`src/design/ipe_pkg.sv`:
```
`timescale 1ns / 1ps
package ipe_pkg;

   localparam logic [7:0]  PROTO_IPIP     = 8'd4;
   localparam logic [7:0]  PROTO_TCP      = 8'd6;
   localparam logic [7:0]  PROTO_UDP      = 8'd17;
   localparam logic [7:0]  OUTER_TTL      = 8'd8;
   localparam logic [7:0]  IP_VER_IHL     = 8'h45;
   localparam logic [15:0] ETHERTYPE_IPV4 = 16'h0800;
   localparam logic [15:0] OUTER_HDR_LEN  = 16'd20;
   localparam logic [15:0] CSUM_BASE      = {IP_VER_IHL, 8'h00} + {OUTER_TTL, PROTO_IPIP};

   localparam int BURST_LEN  = 38;
   localparam int POS_W      = 6;
   localparam int QUEUE_AW   = 2;
   localparam int CSR_DATA_W = 48;
   localparam int CSR_IDX_W  = 2;

   typedef enum logic [CSR_IDX_W-1:0] {
      CSR_DEST_MAC    = 2'd0,
      CSR_SRC_IP      = 2'd1,
      CSR_DST_IP      = 2'd2,
      CSR_ENTRY_VALID = 2'd3
   } csr_index_type;

   typedef struct packed {
      logic [7:0] frame_byte;
      logic       frame_end;
   } req_type;

   typedef struct packed {
      logic [7:0] out_byte;
      logic       byte_present;
      logic       out_end;
      logic       discard;
   } rsp_type;

   typedef struct packed {
      logic [47:0] dest_mac;
      logic [31:0] src_ip;
      logic [31:0] dst_ip;
      logic        entry_valid;
   } cfg_type;

   typedef enum logic [1:0] {
      CMD_PASS  = 2'd0,
      CMD_BURST = 2'd1,
      CMD_MARK  = 2'd2
   } cmd_kind_type;

   // one queued work item: a passed byte, a header burst or an empty drop marker
   typedef struct packed {
      cmd_kind_type kind;
      logic [7:0]   data;
      logic         last;
      logic         disc;
      logic [47:0]  old_dest_mac;
      logic [31:0]  ip_word0;
   } cmd_type;

   typedef enum logic {
      BK_IDLE  = 1'b0,
      BK_BURST = 1'b1
   } back_state_type;

endpackage

```
`src/design/ipe_front.sv`:
```
`timescale 1ns / 1ps
module ipe_front
   import ipe_pkg::*;
#(
   parameter int MAX_FRAME_BYTES = 16383
) (
   input  logic    clock,
   input  logic    reset,
   input  logic    req_valid,
   output logic    req_ready,
   input  req_type req_data,
   input  logic    entry_valid,
   input  logic    queue_full,
   output logic    push,
   output cmd_type push_cmd
);

   localparam int IDX_W = $clog2(MAX_FRAME_BYTES + 1);

   logic [IDX_W-1:0] idx_ff, idx_in;
   logic [7:0]       proto_ff, proto_in;
   logic [47:0]      mac_ff, mac_in;
   logic [23:0]      ip_ff, ip_in;
   logic             accept;
   logic [7:0]       proto_eff;
   logic             disc;

   assign req_ready = !queue_full;
   assign accept    = req_valid && req_ready;
   assign proto_eff = (idx_ff == IDX_W'(23)) ? req_data.frame_byte : proto_ff;

   always_comb begin
      disc = 1'b0;
      if (!entry_valid || idx_ff < IDX_W'(33)) begin
         disc = 1'b1;
      end else if (proto_eff == PROTO_TCP && idx_ff < IDX_W'(53)) begin
         disc = 1'b1;
      end else if (proto_eff == PROTO_UDP && idx_ff < IDX_W'(41)) begin
         disc = 1'b1;
      end
   end

   always_comb begin
      push                  = accept && (req_data.frame_end || idx_ff >= IDX_W'(17));
      push_cmd.data         = req_data.frame_byte;
      push_cmd.last         = req_data.frame_end;
      push_cmd.disc         = req_data.frame_end && disc;
      push_cmd.old_dest_mac = mac_ff;
      push_cmd.ip_word0     = {ip_ff, req_data.frame_byte};
      if (idx_ff < IDX_W'(17)) begin
         push_cmd.kind = CMD_MARK;
         push_cmd.disc = 1'b1;
      end else if (idx_ff == IDX_W'(17)) begin
         push_cmd.kind = CMD_BURST;
      end else begin
         push_cmd.kind = CMD_PASS;
      end
   end

   always_comb begin
      idx_in   = idx_ff;
      proto_in = proto_ff;
      mac_in   = mac_ff;
      ip_in    = ip_ff;
      if (accept) begin
         // capture the old destination MAC and the first three IP header bytes
         if (idx_ff < IDX_W'(6)) begin
            mac_in[8*(5 - int'(idx_ff[2:0])) +: 8] = req_data.frame_byte;
         end
         if (idx_ff >= IDX_W'(14) && idx_ff < IDX_W'(17)) begin
            ip_in = {ip_ff[15:0], req_data.frame_byte};
         end
         if (req_data.frame_end) begin
            idx_in   = '0;
            proto_in = '0;
         end else begin
            if (idx_ff == IDX_W'(23)) begin
               proto_in = req_data.frame_byte;
            end
            if (idx_ff < IDX_W'(MAX_FRAME_BYTES)) begin
               idx_in = idx_ff + IDX_W'(1);
            end
         end
      end
   end

   always_ff @(posedge clock) begin
      if (reset) begin
         idx_ff   <= '0;
         proto_ff <= '0;
      end else begin
         idx_ff   <= idx_in;
         proto_ff <= proto_in;
      end
      mac_ff <= mac_in;
      ip_ff  <= ip_in;
   end

endmodule

```
`src/design/ipe_queue.sv`:
```
`timescale 1ns / 1ps
module ipe_queue
   import ipe_pkg::*;
(
   input  logic    clock,
   input  logic    reset,
   input  logic    push,
   input  cmd_type push_cmd,
   input  logic    pop,
   output logic    full,
   output logic    head_valid,
   output cmd_type head_cmd
);

   localparam int DEPTH = 2 ** QUEUE_AW;

   cmd_type             mem_ff [DEPTH];
   logic [QUEUE_AW-1:0] wr_ff, wr_in, rd_ff, rd_in;
   logic [QUEUE_AW:0]   cnt_ff, cnt_in;

   assign full       = cnt_ff == (QUEUE_AW + 1)'(DEPTH);
   assign head_valid = cnt_ff != '0;
   assign head_cmd   = mem_ff[rd_ff];

   always_comb begin
      wr_in  = push ? wr_ff + 1'b1 : wr_ff;
      rd_in  = pop ? rd_ff + 1'b1 : rd_ff;
      cnt_in = cnt_ff;
      if (push && !pop) begin
         cnt_in = cnt_ff + 1'b1;
      end else if (pop && !push) begin
         cnt_in = cnt_ff - 1'b1;
      end
   end

   always_ff @(posedge clock) begin
      if (reset) begin
         wr_ff  <= '0;
         rd_ff  <= '0;
         cnt_ff <= '0;
      end else begin
         wr_ff  <= wr_in;
         rd_ff  <= rd_in;
         cnt_ff <= cnt_in;
      end
      if (push) begin
         mem_ff[wr_ff] <= push_cmd;
      end
   end

endmodule

```
`src/design/ipe_back.sv`:
```
`timescale 1ns / 1ps
module ipe_back
   import ipe_pkg::*;
(
   input  logic    clock,
   input  logic    reset,
   input  cfg_type cfg,
   input  logic    head_valid,
   input  cmd_type head_cmd,
   output logic    pop,
   output logic    rsp_valid,
   input  logic    rsp_ready,
   output rsp_type rsp_data
);

   back_state_type state_ff, state_in;
   logic [POS_W-1:0] pos_ff, pos_in, pos;
   logic [15:0]      tot_ff, tot_in, tot_new;
   logic [18:0]      acc_ff, acc_in;
   logic [15:0]      csum;
   logic             rsp_valid_ff, rsp_valid_in;
   rsp_type          rsp_ff, rsp_in;
   logic             slot_free, step, burst_done;
   logic [7:0]       burst_byte;

   assign slot_free  = !rsp_valid_ff || rsp_ready;
   assign step       = head_valid && slot_free;
   assign pos        = (state_ff == BK_IDLE) ? '0 : pos_ff;
   assign burst_done = pos == POS_W'(BURST_LEN - 1);
   assign tot_new    = head_cmd.ip_word0[15:0] + OUTER_HDR_LEN;
   assign csum       = ~(acc_ff[15:0] + {13'd0, acc_ff[18:16]});
   assign rsp_valid  = rsp_valid_ff;
   assign rsp_data   = rsp_ff;

   // next state
   always_comb begin
      state_in = state_ff;
      unique case (state_ff)
         BK_IDLE: begin
            if (step && head_cmd.kind == CMD_BURST) begin
               state_in = BK_BURST;
            end
         end
         BK_BURST: begin
            if (step && burst_done) begin
               state_in = BK_IDLE;
            end
         end
         default: state_in = BK_IDLE;
      endcase
   end

   always_comb begin
      unique case (pos)
         6'd0:  burst_byte = cfg.dest_mac[47:40];
         6'd1:  burst_byte = cfg.dest_mac[39:32];
         6'd2:  burst_byte = cfg.dest_mac[31:24];
         6'd3:  burst_byte = cfg.dest_mac[23:16];
         6'd4:  burst_byte = cfg.dest_mac[15:8];
         6'd5:  burst_byte = cfg.dest_mac[7:0];
         6'd6:  burst_byte = head_cmd.old_dest_mac[47:40];
         6'd7:  burst_byte = head_cmd.old_dest_mac[39:32];
         6'd8:  burst_byte = head_cmd.old_dest_mac[31:24];
         6'd9:  burst_byte = head_cmd.old_dest_mac[23:16];
         6'd10: burst_byte = head_cmd.old_dest_mac[15:8];
         6'd11: burst_byte = head_cmd.old_dest_mac[7:0];
         6'd12: burst_byte = ETHERTYPE_IPV4[15:8];
         6'd13: burst_byte = ETHERTYPE_IPV4[7:0];
         6'd14: burst_byte = IP_VER_IHL;
         6'd16: burst_byte = tot_ff[15:8];
         6'd17: burst_byte = tot_ff[7:0];
         6'd22: burst_byte = OUTER_TTL;
         6'd23: burst_byte = PROTO_IPIP;
         6'd24: burst_byte = csum[15:8];
         6'd25: burst_byte = csum[7:0];
         6'd26: burst_byte = cfg.src_ip[31:24];
         6'd27: burst_byte = cfg.src_ip[23:16];
         6'd28: burst_byte = cfg.src_ip[15:8];
         6'd29: burst_byte = cfg.src_ip[7:0];
         6'd30: burst_byte = cfg.dst_ip[31:24];
         6'd31: burst_byte = cfg.dst_ip[23:16];
         6'd32: burst_byte = cfg.dst_ip[15:8];
         6'd33: burst_byte = cfg.dst_ip[7:0];
         6'd34: burst_byte = head_cmd.ip_word0[31:24];
         6'd35: burst_byte = head_cmd.ip_word0[23:16];
         6'd36: burst_byte = head_cmd.ip_word0[15:8];
         6'd37: burst_byte = head_cmd.ip_word0[7:0];
         default: burst_byte = 8'h00;
      endcase
   end

   // outputs
   always_comb begin
      pop          = 1'b0;
      pos_in       = pos_ff;
      tot_in       = tot_ff;
      acc_in       = acc_ff;
      rsp_in       = rsp_ff;
      rsp_valid_in = rsp_valid_ff && !rsp_ready;
      if (step) begin
         rsp_valid_in = 1'b1;
         unique case (head_cmd.kind)
            CMD_PASS: begin
               pop    = 1'b1;
               rsp_in = '{out_byte: head_cmd.data, byte_present: 1'b1,
                          out_end: head_cmd.last, discard: head_cmd.disc};
            end
            CMD_MARK: begin
               pop    = 1'b1;
               rsp_in = '{out_byte: 8'h00, byte_present: 1'b0,
                          out_end: 1'b1, discard: 1'b1};
            end
            CMD_BURST: begin
               pop    = burst_done;
               pos_in = pos + 1'b1;
               rsp_in = '{out_byte: burst_byte, byte_present: 1'b1,
                          out_end: burst_done && head_cmd.last,
                          discard: burst_done && head_cmd.disc};
               // build the checksum sum one word per beat, done long before it goes out
               unique case (pos)
                  6'd0: begin
                     tot_in = tot_new;
                     acc_in = 19'(tot_new) + 19'(CSUM_BASE);
                  end
                  6'd1: acc_in = acc_ff + 19'(cfg.src_ip[31:16]);
                  6'd2: acc_in = acc_ff + 19'(cfg.src_ip[15:0]);
                  6'd3: acc_in = acc_ff + 19'(cfg.dst_ip[31:16]);
                  6'd4: acc_in = acc_ff + 19'(cfg.dst_ip[15:0]);
                  default: acc_in = acc_ff;
               endcase
            end
            default: begin
               pop = 1'b1;
            end
         endcase
      end
   end

   always_ff @(posedge clock) begin
      if (reset) begin
         state_ff     <= BK_IDLE;
         pos_ff       <= '0;
         rsp_valid_ff <= 1'b0;
      end else begin
         state_ff     <= state_in;
         pos_ff       <= pos_in;
         rsp_valid_ff <= rsp_valid_in;
      end
      tot_ff <= tot_in;
      acc_ff <= acc_in;
      rsp_ff <= rsp_in;
   end

endmodule

```
`src/design/ipv4_in_ipv4_encapsulator.sv`:
```
`timescale 1ns / 1ps
// IPv4-in-IPv4 encapsulator.
// req_*: one Ethernet/IPv4 frame byte per beat, frame_end on the final byte.
// rsp_*: encapsulated frame bytes; out_end marks the last beat of a frame and
//   discard on that beat tells the receiver to drop the whole frame. A frame
//   that ends before its 18th byte gives one empty beat with byte_present low.
// csr_*: tunnel registers, to be written while no frame is in flight (unenforced).
// Bytes 0..16 produce nothing; byte 17 produces a 38-byte header burst (new
// Ethernet header, outer IPv4 header, first four inner IP bytes), and every
// later byte passes through as one beat. An accepted byte goes into the command
// queue, and its result beat is registered in the output stage. Pass-through
// runs at one byte per cycle while rsp_ready stays high; the header burst holds
// the output stage until its last beat, while the input keeps taking bytes until
// the 4-entry command queue fills; front and back stall independently there.
// Reset clears the frame position, the queue, the output stage and all
// tunnel registers. When the receiver holds rsp_ready low, the output beat
// holds, the queue fills, and then req_ready drops.
module ipv4_in_ipv4_encapsulator
   import ipe_pkg::*;
#(
   parameter int MAX_FRAME_BYTES = 16383
) (
   input  logic                  clock,
   input  logic                  reset,
   input  logic                  req_valid,
   output logic                  req_ready,
   input  req_type               req_data,
   output logic                  rsp_valid,
   input  logic                  rsp_ready,
   output rsp_type               rsp_data,
   input  logic                  csr_we,
   input  logic [CSR_IDX_W-1:0]  csr_index,
   input  logic [CSR_DATA_W-1:0] csr_wdata
);

   cfg_type cfg_ff, cfg_in;
   logic    queue_full, push, pop, head_valid;
   cmd_type push_cmd, head_cmd;

   always_comb begin
      cfg_in = cfg_ff;
      if (csr_we) begin
         unique case (csr_index_type'(csr_index))
            CSR_DEST_MAC:    cfg_in.dest_mac    = csr_wdata;
            CSR_SRC_IP:      cfg_in.src_ip      = csr_wdata[31:0];
            CSR_DST_IP:      cfg_in.dst_ip      = csr_wdata[31:0];
            CSR_ENTRY_VALID: cfg_in.entry_valid = csr_wdata[0];
            default:         cfg_in = cfg_ff;
         endcase
      end
   end

   always_ff @(posedge clock) begin
      if (reset) begin
         cfg_ff <= '0;
      end else begin
         cfg_ff <= cfg_in;
      end
   end

   ipe_front #(
      .MAX_FRAME_BYTES(MAX_FRAME_BYTES)
   ) u_front (
      .clock      (clock),
      .reset      (reset),
      .req_valid  (req_valid),
      .req_ready  (req_ready),
      .req_data   (req_data),
      .entry_valid(cfg_ff.entry_valid),
      .queue_full (queue_full),
      .push       (push),
      .push_cmd   (push_cmd)
   );

   ipe_queue u_queue (
      .clock     (clock),
      .reset     (reset),
      .push      (push),
      .push_cmd  (push_cmd),
      .pop       (pop),
      .full      (queue_full),
      .head_valid(head_valid),
      .head_cmd  (head_cmd)
   );

   ipe_back u_back (
      .clock     (clock),
      .reset     (reset),
      .cfg       (cfg_ff),
      .head_valid(head_valid),
      .head_cmd  (head_cmd),
      .pop       (pop),
      .rsp_valid (rsp_valid),
      .rsp_ready (rsp_ready),
      .rsp_data  (rsp_data)
   );

endmodule

```
`config.mk`:
```
export PLATFORM = sky130hd
export DESIGN_NAME = ipv4_in_ipv4_encapsulator
export DESIGN_NICKNAME = d
export VERILOG_FILES = /design/src/design/ipe_pkg.sv /design/src/design/ipe_front.sv /design/src/design/ipe_queue.sv /design/src/design/ipe_back.sv /design/src/design/ipv4_in_ipv4_encapsulator.sv
export SDC_FILE = /design/constraint.sdc
export NUM_CORES = 1
export LEC_CHECK = 0
export BUFFER_PORTS_ARGS = -buffer_cell sky130_fd_sc_hd__buf_2
export CORE_MARGIN = 2
export CORE_UTILIZATION = 40
export CTS_CLUSTER_DIAMETER = 120
export CTS_CLUSTER_SIZE = 25
export DETAILED_ROUTE_END_ITERATION = 6
export PLACE_DENSITY_LB_ADDON = 0.1
export REMOVE_ABC_BUFFERS = 1
export SLEW_MARGIN = 20
export SYNTH_ARGS = -nofsm -noshare
export SYNTH_HDL_FRONTEND = slang
export SYNTH_SLANG_ARGS = --single-unit
```
`constraint.sdc`:
```
create_clock -name clock -period 9.8 [get_ports clock]
set_clock_uncertainty 0.1 [all_clocks]
set_input_delay 1.47 -clock clock [delete_from_list [all_inputs] [get_ports clock]]
set_output_delay 1.47 -clock clock [all_outputs]
set_load 0.01 [all_outputs]
```
==> flow_metrics.py <==
metrics = {
    "worst_setup_path": {
        "crit_type": "flip-flop to flip-flop",
        "cp-start-kind": "flip-flop",
        "r2r_setup_slack_ns": 3.97,
        "rr_worst_depth": 19,
        "crit_path_top_delay_cell": "or3_1",
        "cp.buffers_inverters": 2,
        "cp_max_fo": 26,
        "rr_endpoint": "u_back.acc_ff[18]",
        "timing.rr.start": "u_back.state_ff",
        "slowest_delay_ns": 0.69,
        "crit_chain": "and2_1 > inv_1 > ha_1 > nand2_1 > nor2b_2 > buf_4 > or3_1 > nor2_1 > a21oi_1 > ha_1 > fa_1 > a21o_1 > a221o_1 > a211oi_1 > o31ai_1 > a41o_1 > o31ai_1 > xor2_1 > nor2_1",
        "critical_path_arrival_ns": 6.09,
        "crit_required_ns": 10.06,
        "crit_path_end_kind": "flip-flop",
        "cpLargestDelayFamily": "compound AO/OA/AOI/OAI gates",
    },
    "worst_hold_path": {
        "min_to": "cfg_ff[84]",
        "holdPathStages": 2,
        "min_from": "cfg_ff[84]",
        "min_path_type": "flip-flop to flip-flop",
    },
    "die": {
        "initial_core_util": 0.404,
        "dieArea_um2": 67100,
        "core-area_um2": 64300,
        "die_h_um": 259,
        "die_x_um": 259,
        "rows": 93,
        "ios": 77,
    },
    "final_layout": {
        "final_cell_mix": "edfxtp_1, nand2_1, a21oi_1, dfxtp_1, nor2_1",
        "nets": 2117,
        "antenna_cells": 0,
        "drive_above_1_share": 0.129,
        "final_common_cell": "edfxtp_1",
        "area_growth_pct": 8.07,
    },
    "clock_network": {
        "clock_latency_ns": 0.62,
        "clock_sinks": 606,
        "hold_buffers": 0,
        "cts_buffers": 28,
        "cts_root_buf": "clkbuf_16",
        "post_cts_buffers": 0,
        "cts_max_level": 1,
        "cts_tree": "yes",
        "path_clk_slew_ns": 0.10,
        "ctsResizeCount": 0,
        "ctsLongestPathBuffers": 3,
    },
    "sta": {
        "slew_violations": 0,
        "clock.fmax_mhz": 171,
        "hold_violations": 0,
        "fin_tns_setup_ns": 0,
        "slew_headroom": 0.263,
        "period_needed_ns": 5.83,
        "layout_setup_ws_ns": 3.97,
        "rsz0062_at_grt": "no",
        "setup_viol": 0,
        "tightest_slew_ns": 1.10,
        "finalCritPeriodShare": 0.595,
    },
    "grt": {
        "grt_pass1_wl_um": 112000,
        "grt_pass1_vias": 16400,
        "grt_antenna_before_repair": 0,
        "grt_max_degree": 88,
        "grt_overflow_total": 0,
        "grtUsageTotal": 0.226,
    },
    "detailed_routing": {
        "viasPerCell": 5.75,
        "num_vias": 16600,
        "wl_um": 76500,
        "dr.pass1.iters": 6,
        "route.detailed.drc": 0,
        "wire_per_inst_um": 26.6,
        "drt_iter0_markers": 1685,
        "postRouteAntennaNets": 0,
    },
    "outcome": {
        "status": "finished clean",
    },
    "flow_run": {
        "drv_cap": 0,
    },
    "synth": {
        "yosys_register_bits": 606,
        "synthFlopType": "edfxtp_1",
        "synth-seq-area-share": 0.641,
        "ys.warnings.count": 0,
        "synthXorXnorAreaFrac": 0.0234,
        "synth_edf_count": 454,
        "synth_compound_area_frac": 0.102,
        "ys_async_sr_fraction": 0,
        "avgSynthCellArea_um2": 13.2,
        "synthMuxAreaShare": 0.0762,
        "netlist_instances": 1976,
        "synth_top_family_by_area": "simple AND/OR/NAND/NOR gates",
        "ys_types": 84,
        "netlist_area_um2": 26000,
        "yosys.area_share.simple": 0.111,
        "synth_fa_ha_area_frac": 0.0242,
    },
    "placement": {
        "io_buffers": 76,
        "place_hpwl_um": 52700,
        "gp_congestion": 0.913,
        "pre_cts_ws_ns": 4.11,
    },
    "power_and_ir_drop": {
        "ir_worst_vdd_v": 0.000155,
        "p_per_area_nw_per_um2": 195,
        "cellLeakagePower_nw": 9.17,
    },
}
[where the power goes]
| part | switching [mW] | internal [mW] |
|---|---|---|
| combinational | 0.682 | 0.444 |
| sequential | 0.0889 | 2.92 |
| clock | 0.801 | 0.550 |
| total | 1.57 | 3.91 |
[cell type report]
type	count	area, um2
Tap cell	855	1070
Sequential cell	606	16700
Inverter	39	146
Fill cell	5882	36200
Clock buffer	47	772
Clock inverter	4	45.0
Multi-Input combinational cell	1224	8780
Timing Repair Buffer	106	621
[state kept, by name (all words and copies together), names as in the netlist, named ones only]
| name | count |
|---|---|
| u_back.acc_ff | 19 |
| u_front.mac_ff | 48 |
| u_front.proto_ff | 8 |
| u_front.idx_ff | 14 |
| u_back.rsp_data | 11 |
| u_back.state_ff | 1 |
| u_queue.wr_ff | 2 |
| u_back.tot_ff | 16 |
| cfg_ff | 113 |
| u_back.pos_ff | 6 |
| u_queue.cnt_ff | 3 |
| u_front.ip_ff | 24 |
| u_queue.rd_ff | 2 |
| u_back.rsp_valid | 1 |
| u_queue.mem_ff | 336 |
[synth_stat cells, types with 24 or more instances]
cell type	n	area share
edfxtp_1	454	0.52
nand2_1	287	0.041
a21oi_1	166	0.032
dfxtp_1	152	0.12
nor2_1	139	0.020
clkbuf_1	85	0.012
mux4_2	82	0.071
a22oi_1	78	0.023
ha_1	44	0.021
inv_1	39	0.0056
xnor2_1	32	0.011
xor2_1	32	0.011
nand3_1	31	0.0060
nand4_1	27	0.0065
and2_1	24	0.0058
[worst min-delay path, delay by kind of cell, from the launching register on]
family           cells  cell delay (ns)
AND/OR/NAND/NOR      1             0.05
AO/OA/AOI/OAI        1             0.06
flip-flops           1             0.32
[routing by layer]
layer  vias to the layer above  global-route usage  routed length, um
li1                       7504                   -                  -
met1                      8498               0.303              32900
met4                         0              0.0804               2950
met2                       453               0.386              37600
met3                       118              0.0186               3040
met5                         -                   0                  0
[per-stage QoR]
step / power, mW / instances / instance area (um2) / hold WS [ns] / util
after floorplan: 3.82 / 1869 / 25600 / 0.330 / -
after global placement: 4.19 / 2830 / 27300 / 0.344 / 0.424
after detailed placement: 4.21 / 2830 / 27300 / 0.352 / 0.424
after CTS: 5.55 / 2881 / 28100 / 0.366 / 0.437
after global routing: 5.71 / 2881 / 28100 / 0.385 / 0.437
final: 5.49 / 2881 / 28100 / 0.368 / 0.437
[worst max path at each step]
stage                               start  slack (ns)                 to  depth (start not counted)
after CTS                 u_back.state_ff        4.06  u_back.acc_ff[18]                         19
after global routing      u_back.state_ff        3.66  u_back.acc_ff[18]                         19
after detailed placement  u_back.state_ff        4.11  u_back.acc_ff[18]                         19
after global placement    u_back.state_ff        4.19  u_back.acc_ff[18]                         19
after floorplan                 flip-flop        3.50  u_back.acc_ff[14]                          9
final                     u_back.state_ff        3.97  u_back.acc_ff[18]                         19
[logic make-up after synthesis]
logic type | Yosys count
muxes | 92
AOI/OAI and AO/OA | 394
adders and majority gates | 48
DFF | 606
and+or+nand+nor | 623
xor gates and xnor gates | 67
buffers and inverters | 146
No activity file was read; power rests on OpenSTA's default activity.
